$ cat config.mk
export PLATFORM = sky130hd
export DESIGN_NAME = sps_front
export DESIGN_NICKNAME = d
export VERILOG_FILES = /design/src/sv/sps_pkg.sv /design/src/sv/sps_front.sv
export SDC_FILE = /design/constraint.sdc
export NUM_CORES = 1
export LEC_CHECK = 0
export BUFFER_PORTS_ARGS = -buffer_cell sky130_fd_sc_hd__buf_4
export CORE_AREA = 2 2 39 41
export CTS_CLUSTER_DIAMETER = 40
export DETAILED_ROUTE_END_ITERATION = 16
export DIE_AREA = 0 0 41 43
export GPL_TIMING_DRIVEN = 0
export SETUP_SLACK_MARGIN = 0.05
export SYNTH_ARGS = -nofsm -noshare
export SYNTH_HDL_FRONTEND = slang
export SYNTH_SLANG_ARGS = --single-unit
$ cat constraint.sdc
create_clock -name clk -period 1.98 [get_ports clk]
set_input_delay 0.396 -clock clk [delete_from_list [all_inputs] [get_ports clk]]
set_output_delay 0.396 -clock clk [all_outputs]
set_load 0.02 [all_outputs]
$ cat src/sv/sps_pkg.sv
// Shared types and constants of the segmented prime sieve.
`timescale 1ns / 1ps

package sps_pkg;

  localparam int VALUE_W   = 16;
  localparam int COUNT_W   = 13;
  localparam int SQ_W      = 8;
  localparam int RT_W      = 9;
  localparam int SMALL_CAP = 255;
  localparam int DIVB_W    = $clog2(VALUE_W);
  localparam int CFG_IDX_W = 1;

  localparam logic [CFG_IDX_W-1:0] CFG_PRIME_COUNT = 1'b0;
  localparam logic [CFG_IDX_W-1:0] CFG_VALUE_LIMIT = 1'b1;

  localparam logic [COUNT_W-1:0] PRIME_COUNT_RESET = 13'd1024;
  localparam logic [VALUE_W-1:0] VALUE_LIMIT_RESET = 16'd12140;

  typedef enum logic {
    REQ_NEXT,
    REQ_RESTART
  } req_kind_t;

  typedef struct packed {
    logic      valid;
    req_kind_t kind;
  } req_t;

endpackage

$ cat src/sv/sps_front.sv
// Request front end: accepts and classifies requests into a two-entry queue.
`timescale 1ns / 1ps

module sps_front import sps_pkg::*; (
  input  logic clk,
  input  logic rst,
  input  logic in_valid,
  output logic in_ready,
  input  logic restart,
  output req_t req,
  input  logic req_pop
);

  logic [1:0] used;
  logic       wr_ptr;
  logic       rd_ptr;
  req_kind_t  slot [2];
  logic       push;
  logic       pop;

  assign in_ready  = (used != 2'd2);
  assign push      = in_valid && in_ready;
  assign req.valid = (used != 2'd0);
  assign req.kind  = slot[rd_ptr];
  assign pop       = req_pop && req.valid;

  always_ff @(posedge clk) begin
    if (rst) begin
      used   <= 2'd0;
      wr_ptr <= 1'b0;
      rd_ptr <= 1'b0;
    end else begin
      if (push) begin
        slot[wr_ptr] <= restart ? REQ_RESTART : REQ_NEXT;
        wr_ptr       <= ~wr_ptr;
      end
      if (pop) begin
        rd_ptr <= ~rd_ptr;
      end
      used <= used + 2'(push) - 2'(pop);
    end
  end

endmodule

After elaboration in Yosys (flattened, before gate mapping)
Memory sizes are Yosys's and may differ from the RTL's. A register that Yosys moved wholly into a read port is not among the register bits. Index checks and enable logic that the tools add are counted.

Flip-flop bits (word level): 4. Bits in writable memories: 2. Input port bits: 5. Word-level logic and storage cells: 18. Memories: 1.

Memories: slot (words 2, bits a word 1, read ports 1, clocked after Yosys merged registers in 1, wr ports 1, RTL line sps_front.sv:17) `req_kind_t slot [2];`.

Add/subtract/negate cells: 2. Equal/unequal tests: 1. Muxes and demuxes: 6. Bitwise operators: 2. Reduce and logical (&&, ||, !) cells: 3.

Operator list (number): 2-to-1 mux 1 bit (6); adder 2 x 1 -> 2 bit (1); logical AND 1 bit (2); != test 2 bit (second input constant) (1); inverter 1 bit (2); nonzero test 2 bit (1); subtractor 2 x 1 -> 2 bit (1).

Logic depth before layout (Yosys ltp)
Depth in word-level cells: 5. Depth in mapped cells: 8. Depth with buffers taken out: 8.

Worst setup path after synthesis
OpenSTA, ideal clock, no wires.

Kind: reg2reg. Start point: register used[0]. End point: register used[1]. Arrival time: 1.474 ns. Data required time: 1.902 ns. Path slack: 0.428 ns. Cell stages (with the launch flop): 9. Buffers on the path: 0. Clock period less this slack: 1.552 ns. Cells stage by stage: dfxtp_1 nand2b_2 nand2_4 ha_1 inv_1 ha_1 xor2_1 and2_1 nor3_1.

Word-level cells in the longest chain between the ends: 4. Elaborated cells between the ends (all ways): 6.

RTL lines: start: declaration (RTL line sps_front.sv:14) `logic [1:0] used;`; start signal: assignment (RTL line sps_front.sv:40) `used <= used + 2'(push) - 2'(pop);`; != test 2 bit (RTL line sps_front.sv:21) `assign in_ready = (used != 2'd2);`; named net in_ready (RTL line sps_front.sv:8) `output logic in_ready,`; logical AND 1 bit (RTL line sps_front.sv:22) `assign push = in_valid && in_ready;`; adder 2 x 1 -> 2 bit (RTL line sps_front.sv:40); subtractor 2 x 1 -> 2 bit (RTL line sps_front.sv:40).

The timed path passes the listed nets, and every way through them passes these cells. A chain may end at the register's enable or synchronous reset.

Worst setup path after layout
Start point: register used[0]. End point: register used[1].

Word-level cells in the longest chain between the ends: 4. Elaborated cells between the ends (all ways): 6.

RTL lines (RTL line): != test 2 bit (sps_front.sv:21); logical AND 1 bit (sps_front.sv:22); adder 2 x 1 -> 2 bit (sps_front.sv:40); subtractor 2 x 1 -> 2 bit * (sps_front.sv:40).

Every way passes the cells marked *; elsewhere a longest branch is shown, timed or not.

==> results.txt <==
----------------------------------------------------
[Timing]
  Setup violations, final ... 0
  Final worst path period share ... 79.1%
  Final clock skew ... 0.199 ps
  Final hold slack ... 341 ps
  Post-route setup slack ... 414 ps
  Transition at the pin with the smallest max-transition slack ... 212 ps
  Fmax achieved ... 639 MHz
  Tmin final ... 1570 ps
  Fin. max-slew vios ... 0
  Worst slew margin relative to its limit ... 85.8%
  Final-report hold violation count ... 0
  Unrepaired setup endpoints after global routing ... no
  Accumulated negative setup slack ... 0 ps

[Synthesis]
  Yosys warning count ... 0
  Top cell type by total area after synthesis ... dfxtp_1
  Mean post-synth cell area ... 11.4 sq um
  Fraction of synthesized cell area taken by the top area cell type ... 31.4%
  Number of distinct library cells after synthesis ... 17
  Post-synthesis instance area ... 319 sq um
  Main flop type after synthesis ... dfxtp_1
  Async set or reset register ratio after synthesis ... 0%
  FF+latch count, synth ... 7
  Number of flops mapped to enable cells by yosys ... 2
  Leading post-synthesis cells by cell area ... dfxtp_1 (31%), edfxtp_1 (19%), ha_1 (7.8%), mux2_4 (4.7%), nor2_1 (4.7%)
  Most frequent cell after synthesis ... dfxtp_1
  Most numerous cell types in the synthesized netlist ... dfxtp_1 (5), nor2_1 (4)
  Syn Inst Count ... 28
  Register area share after synthesis ... 50.2%
  Synthesized Nets ... 35

[Clocking]
  Number of clock buffers inserted by TritonCTS ... 3
  Clock tree sinks ... 7
  Post-cts repair resize count ... 0
  Worst-case clock buffer depth ... 2
  Number of buffers inserted for hold repair after clock tree synthesis ... 0
  Root buf cell ... clkbuf_4
  Clock H-tree levels ... 1
  Skew-Pair Late Insertion Delay ... 240 ps
  CTS tree ... done
  Number of post-CTS setup repair buffers ... 0
  Clock edge transition at the registers on the reported setup and hold paths ... 50 ps

[Global routing]
  Antenna violations before repair ... 0
  Number of global-route vias before repair ... 247
  Global-route usage over all layers ... 8.24%
  Global-route wire length before repair ... 897 um
  Overflow after GRT ... 0
  Maximum number of pins on one net before global-route repair ... 9

[Worst setup path]
  CP Data Arrival Time ... 1730 ps
  Crit path max-delay family ... simple AND/OR/NAND/NOR gates
  Most repeated library cell on the critical path ... ha_1
  Cell with the largest stage delay on the worst path ... dfxtp_1
  Type of destination of the critical path ... flop
  Critical path buffers and inverters ... 1
  Setup crit start kind ... flop
  Top fanout value on the critical path ... 4
  Series of cell instances along the critical path ... nand2b_2 -> nand2_4 -> ha_1 -> inv_1 -> ha_1 -> xor2_1 -> and2_1 -> nor3_1
  Class of the most critical setup path ... flop to flop
  Max stage delay on crit path ... 370 ps
  WP data required ... 2150 ps

[Placement]
  Placed instance count ... 51
  Worst slack at placement ... 373 ps
  HPWL after detailed placement ... 373 um
  # port buffers ... 7
  Cell area after placement ... 392 sq um
  Global placer's final weighted congestion ... 0.617

[Run status]
  Status ... completed

[Finish]
  Layout cells sized above 1 ... 41.0%
  Antenna Diode Count ... 0
  Area occupied by multi-input gates ... 155 sq um
  Post-Layout Inst Area ... 418 sq um
  Number of non-filler instances in the completed layout ... 55
  Fill cells ... 148
  Combined flip-flop and latch cell area ... 160 sq um
  Growth of design area from synthesis to finish ... 31.0%
  Share of the core filled with cells in the final layout ... 30.2%
  Layout Nets ... 47

[Floorplan]
  Die Outline Area ... 1760 sq um
  Number of I/O pins ... 8
  Chip width ... 41 um
  Starting density of the core ... 23.1%
  Floorplan row count ... 14
  DIE HEIGHT ... 43 um
  Core region area ... 1380 sq um

[Routing]
  Count of unresolved DRC violations after routing ... 0
  Violation count after the first detailed-routing iteration ... 0
  First-pass detailed-route iteration total ... 1
  Overall via count from detail_route ... 218
  Number of vias per cell ... 3.96
  Total Routed Length ... 464 um
  Residual antenna-violating net count after detailed routing ... 0
  Average routed wire per standard cell ... 8.44 um

[Worst hold path]
  Worst min-delay path category ... primary input to flop

[Power]
  Reported leakage power ... 0.185 nW
  Total power after layout ... 0.593 mW
  Max rail drop VDD ... 385 uV
  Power per cell area ... 1420 nW/um^2

[Flow run]
  Max-cap violations ... 0

----------------------------------------------------
[where the power goes]
| group | leakage [nW] | switching, mW | internal [mW] |
|---|---|---|---|
| clock network | 0.0150 | 0.0461 | 0.0765 |
| logic | 0.110 | 0.117 | 0.131 |
| registers | 0.0597 | 0.0302 | 0.192 |
[routing by layer]
metal / wire [um] / share of wire [%] / GRT usage [%]
met2: 215 / 46 / 11.6
met3: 30 / 6.5 / 3.14
met5: 0 / 0 / 0
met1: 210 / 45 / 7.74
met4: 8 / 1.7 / 10.0
[worst reg2reg max path, delay by kind of cell, from the launching register on]
| kind | cells | cell delay, ps |
|---|---|---|
| XOR/XNOR | 1 | 150 |
| adder cells (fa/ha/maj) | 2 | 440 |
| buffers and inverters | 1 | 40 |
| flip-flops | 1 | 370 |
| AND/OR/NAND/NOR | 4 | 500 |
[cells by family (layout without fill, tap and decap cells)]
family                     after synthesis  after routing  share of synthesized area (%)
and+or+nand+nor                         13             13                           24.3
DFF                                      7              7                           50.2
adders and majority gates                2              2                           7.84
xor gates and xnor gates                 2              2                           5.49
muxes                                    2              2                           8.23
AOI/OAI and AO/OA                        1              1                           2.75
buffers and inverters                    1             12                           1.18
[final timing paths]
kind	from	cells after the start	slack (ps)	endpoint
setup reg to reg	used[0]	8	410	used[1]
setup / recovery	used[0]	8	410	used[1]
hold reg to reg	rd_ptr	2	520	rd_ptr
hold / removal	restart	1	340	slot[1]
[cell usage in the layout, fill, tap and decap left out, types with 2 or more instances in the layout]
cell type / instances
edfxtp_1: 2
nor2b_1: 2
nor2_1: 4
buf_4: 7
dfxtp_1: 5
ha_1: 2
clkbuf_4: 3
nor3_1: 2
[area by class of cell]
class                      count  area share (%)
clock buffer                   4            6.29
sequential                     7            38.3
multi-input combinational     20            37.1
timing repair buffer           7            12.6
inverter                       1           0.898
tap                           16            4.79
(Power assumes the default switching activity.)
